## config.mk

```make
export PLATFORM = sky130hd
export DESIGN_NAME = lec_delta_entropy_encoder_top_flat
export DESIGN_NICKNAME = d
export VERILOG_FILES = /design/src/lec_pkg.sv /design/src/lec_in_if.sv /design/src/lec_out_if.sv /design/src/lec_front.sv /design/src/lec_fifo.sv /design/src/lec_back.sv /design/src/lec_delta_entropy_encoder_top.sv /design/src/flat_wrapper.sv
export SDC_FILE = /design/constraint.sdc
export NUM_CORES = 1
export LEC_CHECK = 0
export BUFFER_PORTS_ARGS = -buffer_cell sky130_fd_sc_hd__buf_2
export CAP_MARGIN = 20
export CORE_ASPECT_RATIO = 0.7
export CORE_MARGIN = 2
export CORE_UTILIZATION = 40
export DETAILED_ROUTE_END_ITERATION = 12
export HOLD_SLACK_MARGIN = 0.03
export PLACE_DENSITY = 0.51
export REMOVE_ABC_BUFFERS = 1
export SETUP_SLACK_MARGIN = 0.2
export SYNTH_ARGS = -nofsm -noshare
export SYNTH_HDL_FRONTEND = slang
export SYNTH_SLANG_ARGS = --single-unit
```

## constraint.sdc

```tcl
create_clock -name clk -period 13.25 [get_ports clk]
set_input_delay 1.9875 -clock clk [delete_from_list [all_inputs] [get_ports clk]]
set_output_delay 1.9875 -clock clk [all_outputs]
set_load 0.02 [all_outputs]
```

## src/lec_pkg.sv

```systemverilog
package lec_pkg;

  // Fixed widths of the channel payloads.
  localparam int SAMPLE_W = 14;
  localparam int BYTE_W   = 8;

  // Defaults for the top-level parameters.
  localparam int SAMPLE_BITS_DEF = 14;
  localparam int FIFO_DEPTH_DEF  = 4;

  // Bit lengths below this use the short prefix table.
  localparam int SHORT_LIMIT = 5;

  // Pending bits kept between words: always fewer than one byte.
  localparam int PEND_W = 7;

  // Longest code word: prefix plus magnitude bits.
  function automatic int code_width(input int sample_bits);
    int long_code;
    int short_code_w;
    long_code    = 2 * sample_bits - 2;
    short_code_w = sample_bits + 3;
    return (long_code > short_code_w) ? long_code : short_code_w;
  endfunction

  function automatic logic [2:0] short_code(input logic [2:0] n);
    logic [2:0] code;
    unique case (n)
      3'd0:    code = 3'd0;
      3'd1:    code = 3'd2;
      3'd2:    code = 3'd3;
      3'd3:    code = 3'd4;
      3'd4:    code = 3'd5;
      default: code = 3'd0;
    endcase
    return code;
  endfunction

  function automatic logic [1:0] short_len(input logic [2:0] n);
    return (n == 3'd0) ? 2'd2 : 2'd3;
  endfunction

endpackage

```

## src/lec_in_if.sv

```systemverilog
interface lec_in_if;
  import lec_pkg::*;

  logic                valid;
  logic                ready;
  logic [SAMPLE_W-1:0] sample;
  logic                end_of_block;

  modport source (output valid, output sample, output end_of_block, input ready);
  modport sink   (input valid, input sample, input end_of_block, output ready);
endinterface

```

## src/lec_out_if.sv

```systemverilog
interface lec_out_if;
  import lec_pkg::*;

  logic              valid;
  logic              ready;
  logic [BYTE_W-1:0] out_byte;
  logic              last_of_run;

  modport source (output valid, output out_byte, output last_of_run, input ready);
  modport sink   (input valid, input out_byte, input last_of_run, output ready);
endinterface

```

## src/lec_front.sv

```systemverilog
module lec_front #(
  parameter int SAMPLE_BITS = lec_pkg::SAMPLE_BITS_DEF,
  parameter int CODE_W      = lec_pkg::code_width(lec_pkg::SAMPLE_BITS_DEF),
  parameter int LEN_W       = $clog2(lec_pkg::code_width(lec_pkg::SAMPLE_BITS_DEF) + 1)
) (
  input  logic              clk,
  input  logic              rst,
  lec_in_if.sink            din,
  input  logic              full,
  output logic              push,
  output logic [CODE_W-1:0] code,
  output logic [LEN_W-1:0]  len,
  output logic              eob
);
  import lec_pkg::*;

  localparam int N_W = $clog2(SAMPLE_BITS + 1);

  logic [SAMPLE_BITS-1:0] previous_sample;
  logic [SAMPLE_BITS-1:0] cur;
  logic [SAMPLE_BITS:0]   diff;
  logic [SAMPLE_BITS:0]   diff_m1;
  logic [SAMPLE_BITS:0]   diff_neg;
  logic                   neg;
  logic [SAMPLE_BITS-1:0] mag;
  logic [SAMPLE_BITS-1:0] val;
  logic [SAMPLE_BITS-1:0] val_mask;
  logic [N_W-1:0]         n;
  logic                   is_short;
  logic [LEN_W-1:0]       plen;
  logic [CODE_W-1:0]      pmask;
  logic [CODE_W-1:0]      prefix;

  assign din.ready = !full;
  assign push      = din.valid && !full;
  assign eob       = din.end_of_block;

  assign cur      = din.sample[SAMPLE_BITS-1:0];
  assign diff     = {1'b0, cur} - {1'b0, previous_sample};
  assign diff_m1  = diff - {{SAMPLE_BITS{1'b0}}, 1'b1};
  assign diff_neg = ~diff + {{SAMPLE_BITS{1'b0}}, 1'b1};
  assign neg      = diff[SAMPLE_BITS];
  assign mag      = neg ? diff_neg[SAMPLE_BITS-1:0] : diff[SAMPLE_BITS-1:0];
  // Negative differences carry the low bits of d-1, i.e. the one's complement.
  assign val      = neg ? diff_m1[SAMPLE_BITS-1:0] : diff[SAMPLE_BITS-1:0];

  // Bit length of the magnitude: highest set bit wins.
  always_comb begin
    n = '0;
    for (int i = 0; i < SAMPLE_BITS; i++) begin
      if (mag[i]) begin
        n = N_W'(i + 1);
      end
    end
  end

  always_comb begin
    for (int i = 0; i < SAMPLE_BITS; i++) begin
      val_mask[i] = (i < int'(n));
    end
  end

  assign is_short = (int'(n) < SHORT_LIMIT);

  always_comb begin
    if (is_short) begin
      plen = LEN_W'(short_len(3'(n)));
    end else begin
      plen = LEN_W'(int'(n) - 2);
    end
  end

  // Long prefixes are plen-1 ones followed by a zero, i.e. 2^plen - 2.
  always_comb begin
    for (int i = 0; i < CODE_W; i++) begin
      pmask[i] = (i < int'(plen));
    end
  end

  assign prefix = is_short ? CODE_W'(short_code(3'(n)))
                           : (pmask & ~CODE_W'(1));
  assign code   = (prefix << n) | CODE_W'(val & val_mask);
  assign len    = LEN_W'(int'(plen) + int'(n));

  always_ff @(posedge clk) begin
    if (rst) begin
      previous_sample <= '0;
    end else if (push) begin
      previous_sample <= din.end_of_block ? '0 : cur;
    end
  end

endmodule

```

## src/lec_fifo.sv

```systemverilog
module lec_fifo #(
  parameter int WIDTH = 8,
  parameter int DEPTH = lec_pkg::FIFO_DEPTH_DEF
) (
  input  logic             clk,
  input  logic             rst,
  input  logic             push,
  input  logic [WIDTH-1:0] wdata,
  input  logic             pop,
  output logic [WIDTH-1:0] rdata,
  output logic             full,
  output logic             empty
);
  import lec_pkg::*;

  localparam int AW = (DEPTH > 1) ? $clog2(DEPTH) : 1;
  localparam int CW = $clog2(DEPTH + 1);

  logic [WIDTH-1:0] entries [DEPTH];
  logic [AW-1:0]    wr_ptr;
  logic [AW-1:0]    rd_ptr;
  logic [CW-1:0]    count;

  assign full  = (count == CW'(DEPTH));
  assign empty = (count == '0);
  assign rdata = entries[rd_ptr];

  always_ff @(posedge clk) begin
    if (push) begin
      entries[wr_ptr] <= wdata;
    end
  end

  always_ff @(posedge clk) begin
    if (rst) begin
      wr_ptr <= '0;
      rd_ptr <= '0;
      count  <= '0;
    end else begin
      if (push) begin
        wr_ptr <= (wr_ptr == AW'(DEPTH - 1)) ? '0 : wr_ptr + AW'(1);
      end
      if (pop) begin
        rd_ptr <= (rd_ptr == AW'(DEPTH - 1)) ? '0 : rd_ptr + AW'(1);
      end
      if (push && !pop) begin
        count <= count + CW'(1);
      end else if (pop && !push) begin
        count <= count - CW'(1);
      end
    end
  end

endmodule

```

## src/lec_back.sv

```systemverilog
module lec_back #(
  parameter int CODE_W = lec_pkg::code_width(lec_pkg::SAMPLE_BITS_DEF),
  parameter int LEN_W  = $clog2(lec_pkg::code_width(lec_pkg::SAMPLE_BITS_DEF) + 1)
) (
  input  logic              clk,
  input  logic              rst,
  input  logic              empty,
  input  logic [CODE_W-1:0] code,
  input  logic [LEN_W-1:0]  len,
  input  logic              eob,
  output logic              pop,
  lec_out_if.source         dout
);
  import lec_pkg::*;

  localparam int ACC_W = CODE_W + PEND_W;
  localparam int CNT_W = $clog2(ACC_W + 1);

  logic              act;
  logic [ACC_W-1:0]  acc;
  logic [CNT_W-1:0]  cnt;
  logic              flush;

  logic              can_emit;
  logic              emit;
  logic              last;
  logic              done;
  logic [BYTE_W-1:0] word;
  logic [CNT_W-1:0]  rem;
  logic [CNT_W-1:0]  cnt_mid;
  logic [PEND_W-1:0] pend;
  logic              load;

  assign can_emit = !dout.valid || dout.ready;
  assign rem      = cnt - CNT_W'(8);

  always_comb begin
    emit    = 1'b0;
    last    = 1'b0;
    done    = 1'b1;
    word    = '0;
    cnt_mid = cnt;
    if (act) begin
      if (cnt >= CNT_W'(8)) begin
        emit    = 1'b1;
        word    = BYTE_W'(acc >> rem);
        last    = (rem < CNT_W'(8)) && !(flush && rem != '0);
        done    = last && can_emit;
        cnt_mid = can_emit ? rem : cnt;
      end else if (flush && cnt != '0) begin
        // Partial byte at the end of a block, zero-padded at the low end.
        emit    = 1'b1;
        word    = acc[BYTE_W-1:0] << (4'd8 - 4'(cnt));
        last    = 1'b1;
        done    = can_emit;
        cnt_mid = can_emit ? '0 : cnt;
      end else begin
        // Word that completes no byte: nothing to send.
        cnt_mid = flush ? '0 : cnt;
      end
    end
  end

  always_comb begin
    for (int i = 0; i < PEND_W; i++) begin
      pend[i] = acc[i] && (i < int'(cnt_mid));
    end
  end

  assign load = done && !empty;
  assign pop  = load;

  always_ff @(posedge clk) begin
    if (rst) begin
      act <= 1'b0;
      cnt <= '0;
    end else if (!emit || can_emit) begin
      if (load) begin
        act <= 1'b1;
        cnt <= cnt_mid + CNT_W'(len);
      end else begin
        act <= act && !done;
        cnt <= cnt_mid;
      end
    end
  end

  always_ff @(posedge clk) begin
    if (load) begin
      acc   <= (ACC_W'(pend) << len) | ACC_W'(code);
      flush <= eob;
    end else if (done) begin
      acc   <= ACC_W'(pend);
    end
  end

  always_ff @(posedge clk) begin
    if (rst) begin
      dout.valid <= 1'b0;
    end else if (emit && can_emit) begin
      dout.valid <= 1'b1;
    end else if (dout.ready) begin
      dout.valid <= 1'b0;
    end
  end

  always_ff @(posedge clk) begin
    if (emit && can_emit) begin
      dout.out_byte    <= word;
      dout.last_of_run <= last;
    end
  end

endmodule

```

## src/lec_delta_entropy_encoder_top.sv

```systemverilog
// Delta entropy encoder for unsigned sensor samples.
// din takes one sample per word with an end_of_block flag; dout delivers the
// packed code stream one byte per word, earliest bit in bit 7, with
// last_of_run marking the final byte caused by an input word.
// The front stage forms the difference to the previous sample and its prefix
// code combinationally and writes it into a small queue; din is ready whenever
// that queue has room, so words can arrive back to back.
// The back stage shifts the code into a byte accumulator and sends one byte
// per cycle while dout is ready; a word yields at most five bytes (four code
// bytes and a padding byte). That byte path sets the sustained rate. With the
// back stage idle, a word passes through the queue and the accumulator before
// its first byte is registered on dout.
// A word that completes no byte and ends no block produces nothing; its bits
// stay pending. When dout stalls the byte register holds, the back stage
// waits, the queue fills and din drops ready. Reset clears the predecessor,
// the pending bits and the queue; no flush pass is needed.
module lec_delta_entropy_encoder_top #(
  parameter int SAMPLE_BITS = lec_pkg::SAMPLE_BITS_DEF,
  parameter int FIFO_DEPTH  = lec_pkg::FIFO_DEPTH_DEF
) (
  input  logic       clk,
  input  logic       rst,
  lec_in_if.sink     din,
  lec_out_if.source  dout
);
  import lec_pkg::*;

  localparam int CODE_W  = code_width(SAMPLE_BITS);
  localparam int LEN_W   = $clog2(CODE_W + 1);
  localparam int ENTRY_W = CODE_W + LEN_W + 1;

  logic               push;
  logic               pop;
  logic               full;
  logic               empty;
  logic [CODE_W-1:0]  f_code;
  logic [LEN_W-1:0]   f_len;
  logic               f_eob;
  logic [CODE_W-1:0]  b_code;
  logic [LEN_W-1:0]   b_len;
  logic               b_eob;
  logic [ENTRY_W-1:0] rdata;

  lec_front #(
    .SAMPLE_BITS(SAMPLE_BITS),
    .CODE_W     (CODE_W),
    .LEN_W      (LEN_W)
  ) u_front (
    .clk (clk),
    .rst (rst),
    .din (din),
    .full(full),
    .push(push),
    .code(f_code),
    .len (f_len),
    .eob (f_eob)
  );

  lec_fifo #(
    .WIDTH(ENTRY_W),
    .DEPTH(FIFO_DEPTH)
  ) u_fifo (
    .clk  (clk),
    .rst  (rst),
    .push (push),
    .wdata({f_eob, f_len, f_code}),
    .pop  (pop),
    .rdata(rdata),
    .full (full),
    .empty(empty)
  );

  assign {b_eob, b_len, b_code} = rdata;

  lec_back #(
    .CODE_W(CODE_W),
    .LEN_W (LEN_W)
  ) u_back (
    .clk  (clk),
    .rst  (rst),
    .empty(empty),
    .code (b_code),
    .len  (b_len),
    .eob  (b_eob),
    .pop  (pop),
    .dout (dout)
  );

`ifndef NO_ASSERTIONS
  a_no_push_full: assert property (@(posedge clk) disable iff (rst) push |-> !full)
    else $error("queue written while full");
  a_no_pop_empty: assert property (@(posedge clk) disable iff (rst) pop |-> !empty)
    else $error("queue read while empty");
  a_reset_idle: assert property (@(posedge clk) rst |=> !dout.valid && !pop)
    else $error("output or queue active right after reset");
`endif

endmodule

```

## src/flat_wrapper.sv

```systemverilog
// flat-port wrapper written by rule: the top's interface ports become plain ports
module lec_delta_entropy_encoder_top_flat import lec_pkg::*;
#(
  parameter int SAMPLE_BITS = lec_pkg::SAMPLE_BITS_DEF,
  parameter int FIFO_DEPTH  = lec_pkg::FIFO_DEPTH_DEF
)
  (clk, rst, din_valid, din_sample, din_end_of_block, din_ready, dout_valid, dout_out_byte, dout_last_of_run, dout_ready);
  lec_in_if din_i ();
  lec_out_if dout_i ();
  input  logic clk;
  input  logic rst;
  input wire logic [$bits(din_i.valid)-1:0] din_valid;
  input wire logic [$bits(din_i.sample)-1:0] din_sample;
  input wire logic [$bits(din_i.end_of_block)-1:0] din_end_of_block;
  output wire logic [$bits(din_i.ready)-1:0] din_ready;
  output wire logic [$bits(dout_i.valid)-1:0] dout_valid;
  output wire logic [$bits(dout_i.out_byte)-1:0] dout_out_byte;
  output wire logic [$bits(dout_i.last_of_run)-1:0] dout_last_of_run;
  input wire logic [$bits(dout_i.ready)-1:0] dout_ready;
  assign din_i.valid = din_valid;
  assign din_i.sample = din_sample;
  assign din_i.end_of_block = din_end_of_block;
  assign din_ready = din_i.ready;
  assign dout_valid = dout_i.valid;
  assign dout_out_byte = dout_i.out_byte;
  assign dout_last_of_run = dout_i.last_of_run;
  assign dout_i.ready = dout_ready;
  lec_delta_entropy_encoder_top #(.SAMPLE_BITS(SAMPLE_BITS), .FIFO_DEPTH(FIFO_DEPTH)) u_core (.clk(clk), .rst(rst), .din(din_i), .dout(dout_i));
endmodule
```

# After elaboration in Yosys (flattened, before gate mapping)
# Memory sizes are Yosys's and may differ from the RTL's. A register that Yosys moved wholly into a read port is not among the register bits.
# Index checks and enable logic that the tools add are counted.
[word_totals]
wordCells = 172
in_bits = 19
ramBits = 128
out_inout_bits = 11
reg_bits = 72
memories = 1
[mem_list]
columns = ["memory", "words", "word_bits", "rd", "rd_clocked_by_memory_dff", "wr", "line_no", "source"]
rows = [
  ["u_core.u_fifo.entries", 4, 32, 1, 1, 1, "lec_fifo.sv:19", "logic [WIDTH-1:0] entries [DEPTH];"],
]
[op_classes]
n_shift = 4
n_reduce_logical = 34
magnitude_cmp = 49
bitwise = 4
n_mux = 50
addsub = 12
n_eq_ne = 7
[ops]
columns = ["operator", "n"]
rows = [
  ["$mux 33", 2],
  ["$lt 5x5->1 const A", 10],
  ["$mux 4", 12],
  ["$mux 14", 3],
  ["$mux 6", 7],
  ["$lt 4x5->1 const A", 8],
  ["$or 33x26->33", 1],
  ["$shl 7x5->33", 1],
  ["$shr 33x6->8", 1],
  ["$mux 26", 1],
  ["$or 26x14->26", 1],
  ["$shl 26x4->26", 1],
  ["$lt 4x4->1 const A", 6],
  ["$lt 3x5->1 const A", 4],
  ["$lt 3x6->1 const A", 3],
  ["$logic_and 1x1->1", 17],
  ["$lt 3x4->1 const A", 4],
  ["$mux 8", 2],
  ["$sub 14x14->15", 1],
  ["$add 14x1->14 const B", 1],
  ["$and 14x14->14", 1],
  ["$mux 1", 14],
  ["$not 14->14", 1],
  ["$sub 14x1->14 const B", 1],
  ["other kinds (31)", 57],
]

# Longest topological paths before layout
# Gate-level depths: netlist of the first run.
[logic_depth]
ltp_word = 25
ltp_mapped = 24
mapped_depth_nobuf = 22

# By module
# Synthesis of the first run repeated with hierarchy kept, for this count alone.
[unflattened]
cells_unflattened = 1199
area_unflattened_um2 = 12986.2
[modules_own_cells]
columns = ["module", "area_per_inst_um2", "instances", "seq_area_each_um2", "cells_each"]
rows = [
  ["lec_fifo", 5098.6, 1, 4023.9, 211],
  ["lec_back", 4645.7, 1, 1451.4, 504],
  ["lec_front", 3241.9, 1, 280.3, 484],
]

# Worst setup path before layout of the first run
# No wires, ideal clock.
[synth_path]
path_type = "input port to flip-flop"
start = "input din_sample[0]"
end = "memory u_core.u_fifo.entries[0][6] in the netlist's numbering (data pin)"
t_arrival_ns = 6.479
required_ns = 12.959
path_stages = 23
setup_time_ns = 0.291
path_buffers = 2
slack_ns = 6.480
path_cell_list = "inv_1 -> ha_1 -> inv_1 -> fa_1 -> a21o_1 -> a221o_1 -> xnor2_2 -> o211a_1 -> o211a_1 -> nand3_1 -> a221oi_1 -> and3_1 -> buf_2 -> nand2b_2 -> inv_2 -> ha_1 -> ha_1 -> clkbuf_1 -> nand2_1 -> a21oi_1 -> nand2_1 -> o311ai_0 -> o21ai_0"
[synth_via]
elab_chain_len = 25
elab_cells_between_ends = 60
cone_classes = "4 x add/sub; 27 x order compare; 4 x eq/ne; 1 x shift; 20 x mux; 3 x bitwise; 1 x reduce/logical"
[synth_lines]
columns = ["element", "line_no", "source"]
rows = [
  ["from (decl)", "flat_wrapper.sv:13", "input wire logic [$bits(din_i.sample)-1:0] din_sample;"],
  ["$sub 14x14->15 (*)", "lec_front.sv:39", "assign diff = {1'b0, cur} - {1'b0, previous_sample};"],
  ["branches (longest 23 deep; another with $add 14x1->14)", "n/a", ""],
  ["$or 26x14->26 (*)", "lec_front.sv:82", "assign code = (prefix << n) | CODE_W'(val & val_mask);"],
  ["via u_core.f_code[6]", "lec_delta_entropy_encoder_top.sv:36", "logic [CODE_W-1:0] f_code;"],
  ["to (decl)", "lec_fifo.sv:19", ""],
]
# Mark *: on every way through the listed nets, which the timed path passes.

# Final worst setup path of the first run
[layout_path]
start = "input din_sample[0]"
end = "memory u_core.u_fifo.entries[1][15] in the netlist's numbering (data pin)"
[layout_via]
elab_chain_len = 25
elab_cells_between_ends = 56
cone_classes = "3 x add/sub; 26 x order compare; 4 x eq/ne; 1 x shift; 19 x mux; 2 x bitwise; 1 x reduce/logical"
[layout_lines]
columns = ["element", "line_no", "source"]
rows = [
  ["$sub 14x14->15 (*)", "lec_front.sv:39", ""],
  ["$not 14->14", "lec_front.sv:41", "assign diff_neg = ~diff + {{SAMPLE_BITS{1'b0}}, 1'b1};"],
  ["$add 14x1->14", "lec_front.sv:41", ""],
  ["$mux 14 (*)", "lec_front.sv:43", "assign mag = neg ? diff_neg[SAMPLE_BITS-1:0] : diff[SAMPLE_BITS-1:0];"],
  ["$mux 1", "lec_front.sv:51", "if (mag[i]) begin"],
  ["$mux 2", "lec_front.sv:51", ""],
  ["$mux 4 (11 in a row)", "lec_front.sv:51", ""],
  ["$mux 4 (*)", "lec_front.sv:51", ""],
  ["branches (longest 5 deep; another with $sub 4x2->5)", "n/a", ""],
  ["$shl 26x4->26 (*)", "lec_front.sv:82", ""],
  ["$or 26x14->26 (*)", "lec_front.sv:82", ""],
  ["via u_core.f_code[15]", "lec_delta_entropy_encoder_top.sv:36", ""],
]
# Marked as above.

==> results.cfg, run 1 <==
[power_and_ir_drop]
pwr-share-clk_pct = 19.3
intPower_mw = 1.821
pwr-share-seq_pct = 31.2
ir_worst_vdd_mv = 0.1402
p_leak_nw = 4.750
switching_share_pct = 42.38
combPwrFrac_pct = 49.4
switching_power_mw = 1.339
powerDensity_mw_per_mm2 = 228.1

[synth]
async_flop_share_pct = 0
syn_inst = 1188
synth_edf_count = 171
syn_avg_cell_area_sq_um = 10.66
ys_ff_latch = 202
netlist_area_sq_mm = 0.01266
synth_warnings = 0
yosysSeqAreaShare_pct = 45.46
ys.flop_type = edfxtp_1
synthDistinctLibCells = 89

[setup_path]
start_kind = input port
crit_family = compound AO/OA/AOI/OAI gates
crit_required_ns = 13.46
worstPathMaxFanout = 20
critPathMostFrequentCell = ha_1
crit_buf_inv = 4
critPathKind = in2reg
endpoint_kind = register
crit_chain = buf_2, inv_1, ha_1, inv_1, fa_1, a21o_1, a221o_1, a221oi_4, nand2_1, a31oi_1, xnor2_2, and3_1, nand2b_2, inv_2, ha_1, ha_1, nand2_1, o21ai_0, o31ai_1, a31oi_1, a221oi_1
cp_data_arrival_time_ns = 8.29
cpPeakStageDelay_ns = 0.72
cp_slowest_cell = a221oi_1

[global_routing]
gr-usage-all-layers_pct = 21.19
grt_first_pass_wirelength_mm = 54.61
grt_max_degree = 42
grt_overflow = 0
grt_pass1_vias = 9000
antenna_found_initial = 0

[routing]
drc = 0
avgRoutedWirePerCell_microns = 21.66
drtIter0Drc = 1118
ant_nets = 0
dr.pass1.iters = 5
vias_per_cell = 5.949
wirelength_mm = 35.10
vias = 9644

[worst_hold_path]
hp-class = reg2reg

[clocking]
post_cts_buffers = 0
clock_latency_ns = 0.53
ctsHtreeMaxLevel = 1
cts.repair.resized = 0
numCtsBuffers = 23
cts-root-buf = clkbuf_16
clk_pin_slew_ns = 0.07
cts_tree = yes
clockBufferDepth = 3
cts.sinks = 202
postCtsHoldBufs = 0

[floorplanning]
io_pins = 30
coreArea_sq_mm = 0.03115
rows = 54
die_h_microns = 152.9
die_area_sq_mm = 0.03311
start_util_pct = 40.65
die_x_microns = 216.6

[timing]
final_max_slew_viol_count = 0
worst_pin_slew_ns = 1.044
hold_violations = 0
rsz0062_at_grt = false
slew-limit-headroom_pct = 29.95
period_share_pct = 60.99
fin_skew_ns = 0.02280
tns_ns = 0
fmax_mhz = 123.8
setup_viol_count_final = 0
finalCriticalPeriod_ns = 8.081

[layout]
diodes = 0
multi_input_area_sq_mm = 0.006471
finalCoreUtilization_pct = 44.48
n_fill_cell = 2937
layout_common_cells = 171 x edfxtp_1, 113 x nand2_1, 92 x nor2_1
fin_nets = 1243
syn2layout_area_growth_pct = 9.418
final_common_cell = edfxtp_1
layoutNonFillerInstCount = 1621
drive_above_1_share_pct = 14.65
final-seq-area_sq_mm = 0.005757

[flow_run]
max_cap_violations = 0

[place]
dp_hpwl_mm = 25.87
dp.cells = 1579
io_buffers = 29
place_congestion = 0.9242

[status]
outcome = finished clean
-- final timing paths --
check | cells after the start | start | slack (ns) | endpoint
max | 21 | din_sample[0] | 5.17 | u_core.u_fifo.entries[1][15]
min | 2 | u_core.u_front.previous_sample[1] | 0.45 | u_core.u_front.previous_sample[1]
max reg2reg | 19 | u_core.u_front.previous_sample[0] | 6.46 | u_core.u_fifo.entries[1][15]
min reg2reg | 2 | u_core.u_front.previous_sample[1] | 0.45 | u_core.u_front.previous_sample[1]
-- logic make-up after synthesis --
logic type / after synthesis / share of synthesized area (%)
AO/OA/AOI/OAI: 330 / 17.61
XOR/XNOR: 30 / 2.253
adder cells (fa/ha/maj): 39 / 4.032
buffers and inverters: 115 / 3.577
flip-flops: 202 / 45.46
multiplexers: 107 / 13.18
AND/OR/NAND/NOR: 365 / 13.88
-- metrics by stage --
stage / hold slack, ns / instance area (sq um) / setup WS (ns) / power [mW]
2_1_floorplan: 0.4258 / 12390 / 6.213 / 2.084
4_1_cts: 0.4571 / 13850 / 5.351 / 3.161
3_5_place_dp: 0.4479 / 13150 / 4.824 / 2.541
3_3_place_gp: 0.4394 / 13150 / 5.005 / 2.543
6_report: 0.4526 / 13850 / 5.169 / 3.160
5_1_grt: 0.4671 / 13850 / 4.678 / 3.373
-- Yosys cell counts, types with 4 or more instances --
cell type | n | area, sq um
mux2i_1 | 43 | 430.4
inv_2 | 5 | 18.77
a31oi_1 | 9 | 56.30
o21a_1 | 11 | 82.58
a21o_1 | 16 | 120.1
o21ai_0 | 63 | 315.3
xnor2_1 | 19 | 166.4
nor2_1 | 92 | 345.3
clkbuf_1 | 44 | 165.2
inv_1 | 41 | 153.9
o21ai_1 | 7 | 35.03
nand3b_1 | 15 | 112.6
xor2_1 | 8 | 70.07
mux4_2 | 46 | 1036
nand4_1 | 11 | 68.82
nor3_1 | 29 | 145.1
dfxtp_1 | 31 | 620.6
o2111ai_1 | 5 | 43.79
a221oi_1 | 5 | 43.79
mux2_2 | 18 | 202.7
or2_2 | 5 | 31.28
ha_1 | 36 | 450.4
and3_1 | 13 | 81.33
o221ai_1 | 4 | 35.03
buf_2 | 11 | 55.05
edfxtp_1 | 171 | 5135
nand2b_1 | 9 | 56.30
buf_1 | 10 | 37.54
nand3_1 | 21 | 105.1
nor2b_1 | 15 | 93.84
a211oi_1 | 28 | 210.2
o22ai_1 | 19 | 118.9
a22oi_1 | 6 | 45.04
and2_1 | 19 | 118.9
or3_1 | 8 | 50.05
o211ai_1 | 13 | 97.59
nand2_1 | 113 | 424.2
a21oi_1 | 87 | 435.4
-- routing by layer --
layer | up-vias | track usage (%) | wire [microns]
met5 | - | 0 | 0
met4 | 0 | 3.425 | 467
met3 | 35 | 5.194 | 2834
met2 | 330 | 27.20 | 13420
met1 | 4736 | 35.36 | 18380
li1 | 4543 | - | -
-- state kept, by name (all words and copies together), names as in the netlist, 2 cells and up, named ones only --
name / flops
u_core.u_fifo.entries: 128
u_core.u_back.acc: 33
u_core.u_front.previous_sample: 14
u_core.u_back.dout.out_byte: 8
u_core.u_back.cnt: 6
u_core.u_fifo.count: 3
u_core.u_fifo.rd_ptr: 2
u_core.u_fifo.wr_ptr: 2
-- power groups by stage --
stage,Sequential [mW],Combinational (mW),Clock [mW]
after floorplan,1.03,1.05,0
after global placement,0.999,1.54,0
after detailed placement,1.00,1.54,0
after CTS,0.987,1.55,0.626
after global routing,1.00,1.72,0.649
final,0.987,1.56,0.611
-- worst reg2reg max path: stages, from the launching register on --
cell	delay (ns)
dfxtp_1	0.34
ha_1	0.18
inv_1	0.06
fa_1	0.50
a21o_1	0.24
a221o_1	0.45
a221oi_4	0.48
nand2_1	0.51
a31oi_1	0.44
xnor2_2	0.24
and3_1	0.37
nand2b_2	0.36
inv_2	0.15
ha_1	0.22
ha_1	0.52
nand2_1	0.26
o21ai_0	0.10
o31ai_1	0.22
a31oi_1	0.11
a221oi_1	0.72
-- final cells by class --
class | count | area share [%]
Clock buffer | 28 | 4.290
Clock inverter | 13 | 0.7587
Inverter | 48 | 1.301
Multi-Input combinational cell | 871 | 46.71
Sequential cell | 202 | 41.56
Tap cell | 420 | 3.793
Timing Repair Buffer | 39 | 1.590
(Power assumes the default switching activity.)
==> inputs of run 2 (changes only) <==
- PLACE_DENSITY: 0.51 -> 0.53
- clock period: 13.25 -> 7.4 ns (I/O delays scaled with it)
==> results.cfg, run 2 (synthesized netlist as in run 1, its figures left out) <==
[status]
outcome = finished clean

[timing]
finalCriticalPeriod_ns = 6.623
fin_skew_ns = 0.02072
period_share_pct = 89.49
slew-limit-headroom_pct = 31.74
final_max_slew_viol_count = 0
tns_ns = 0
rsz0062_at_grt = false
setup_viol_count_final = 0
hold_violations = 0
fmax_mhz = 151.0
layout_setup_ws_ns = 0.7775
worst_pin_slew_ns = 1.018

[clocking]
numCtsBuffers = 23
cts.repair.resized = 0
clock_latency_ns = 0.53
cts.sinks = 202
post_cts_buffers = 0
postCtsHoldBufs = 0
clk_pin_slew_ns = 0.07
cts-root-buf = clkbuf_16
clockBufferDepth = 3
ctsHtreeMaxLevel = 1
cts_tree = yes

[layout]
top_register = u_core.u_fifo.entries
syn2layout_area_growth_pct = 10.94
n_fill_cell = 2908
layout_common_cells = 171 x edfxtp_1, 113 x nand2_1, 92 x nor2_1
final_common_cell = edfxtp_1
largest_reg_flops = 128
drive_above_1_share_pct = 16.09
diodes = 0
reg.largest.list = u_core.u_fifo.entries (128), u_core.u_back.acc (33), u_core.u_front.previous_sample (14)
fin_nets = 1259

[place]
place_congestion = 0.9250
dp_hpwl_mm = 25.76
dp_worst_setup_slack_ns = 0.4689
io_buffers = 29

[routing]
drtIter0Drc = 1158
wirelength_mm = 34.54
vias_per_cell = 5.921
vias = 9699
avgRoutedWirePerCell_microns = 21.09
ant_nets = 0
drc = 0
dr.pass1.iters = 7

[setup_path]
rr_startpoint = u_core.u_front.previous_sample[0]
crit_required_ns = 7.59
cp_num_cells = 23
worstPathMaxFanout = 10
cp_data_arrival_time_ns = 6.81
critPathKind = in2reg
r2r-end = u_core.u_fifo.entries[0][6]
endpoint_kind = register
start_kind = input port
crit_family = compound AO/OA/AOI/OAI gates
reg2reg_slack_ns = 1.18
crit_buf_inv = 5
cpPeakStageDelay_ns = 0.53
crit_chain = buf_2, inv_1, ha_1, inv_1, fa_1, a21o_1, a221o_1, xnor2_2, o211a_1, o211a_1, nand3_1, a221oi_1, and3_1, nand2b_2, inv_2, ha_1, ha_1, nand2_1, a21oi_1, nand2_1, o311ai_0, buf_4, o21ai_0
critPathMostFrequentCell = ha_1
cp_slowest_cell = a221oi_1
reg2reg_depth = 21

[global_routing]
grt_overflow = 0
antenna_found_initial = 0
grt_max_degree = 42
grtUsageMet1_pct = 35.73
use_met2_pct = 26.33
grt.busiest_layer = met1
use_met3_pct = 4.398
grt_pass1_vias = 8947
grt_first_pass_wirelength_mm = 54.22
gr-usage-all-layers_pct = 20.97

[power_and_ir_drop]
powerDensity_mw_per_mm2 = 410.9
ir_worst_vdd_mv = 0.2080
finalPower_mw = 5.772
p_leak_nw = 4.862

[worst_hold_path]
hp-start = u_core.u_front.previous_sample[1]
whs_endpoint = u_core.u_front.previous_sample[1]
hp-class = reg2reg
hold-path-cell-count = 2

[floorplanning]
io_pins = 30
coreArea_sq_mm = 0.03115
die_area_sq_mm = 0.03311
start_util_pct = 40.65
die_x_microns = 216.6
die_h_microns = 152.9
rows = 54

[flow_run]
max_cap_violations = 0
-- run 2: changes by cell type in the layout (fill, tap and decap cells not counted) --
cell and change:
clkbuf_4 -1, clkinv_1 -1, inv_8 +1, clkinvlp_4 +1, bufinv_16 +2, clkbuf_1 -2
clkbuf_8 +1, inv_6 -1, buf_4 +17
-- run 2: layout make-up --
| cell class | count | area (sq um) | area share, % |
|---|---|---|---|
| multi-input cells | 871 | 6471 | 46.07 |
| flip-flops and latches | 202 | 5757 | 40.99 |
| clock buffers | 27 | 600.6 | 4.276 |
| well taps | 420 | 525.5 | 3.741 |
| repair buffers | 55 | 340.3 | 2.423 |
| inverters | 48 | 180.2 | 1.283 |
| clock inverters | 15 | 171.4 | 1.220 |
-- run 2: worst max path at each step --
stage / start / end / slack (ns)
after global routing: din_sample[0] / u_core.u_fifo.entries[3][6] / 0.47
final: din_sample[0] / u_core.u_fifo.entries[0][6] / 0.78
after CTS: din_sample[0] / u_core.u_fifo.entries[0][6] / 0.99
after global placement: din_sample[0] / u_core.u_fifo.entries[0][6] / 0.37
after floorplan: u_core.u_back.cnt[3] / u_core.u_fifo.count[2] / 0.66
after detailed placement: din_sample[0] / u_core.u_fifo.entries[0][6] / 0.47
-- run 2: layer usage --
layer / vias up / wire (microns)
met3: 35 / 2661
li1: 4568 / -
met5: - / 0
met1: 4755 / 18350
met2: 341 / 13040
met4: 0 / 484
-- run 2: worst reg2reg max path, cell delays in order (launching register included) --
cell,delay (ns)
dfxtp_1,0.34
ha_1,0.18
inv_1,0.06
fa_1,0.51
a21o_1,0.24
a221o_1,0.45
xnor2_2,0.35
o211a_1,0.30
o211a_1,0.23
nand3_1,0.13
a221oi_1,0.53
and3_1,0.38
nand2b_2,0.19
inv_2,0.08
ha_1,0.21
ha_1,0.48
nand2_1,0.08
a21oi_1,0.22
nand2_1,0.08
o311ai_0,0.46
buf_4,0.20
o21ai_0,0.19
-- run 2: stage by stage --
stage / instance area [sq um] / hold WS [ns] / std cells / utilization [%]
after CTS: 14050 / 0.4533 / 1638 / 45.10
final: 14050 / 0.4523 / 1638 / 45.10
after detailed placement: 13270 / 0.4443 / 1596 / 42.62
after floorplan: 12390 / 0.4258 / 1121 / -
after global routing: 14050 / 0.4676 / 1638 / 45.10
after global placement: 13270 / 0.4388 / 1596 / 42.62
-- run 2: report_power, final --
group | internal [mW] | leakage (nW) | switching (mW)
combinational | 1.06 | 2.60 | 1.77
clock | 0.693 | 0.379 | 0.483
sequential | 1.62 | 1.88 | 0.150
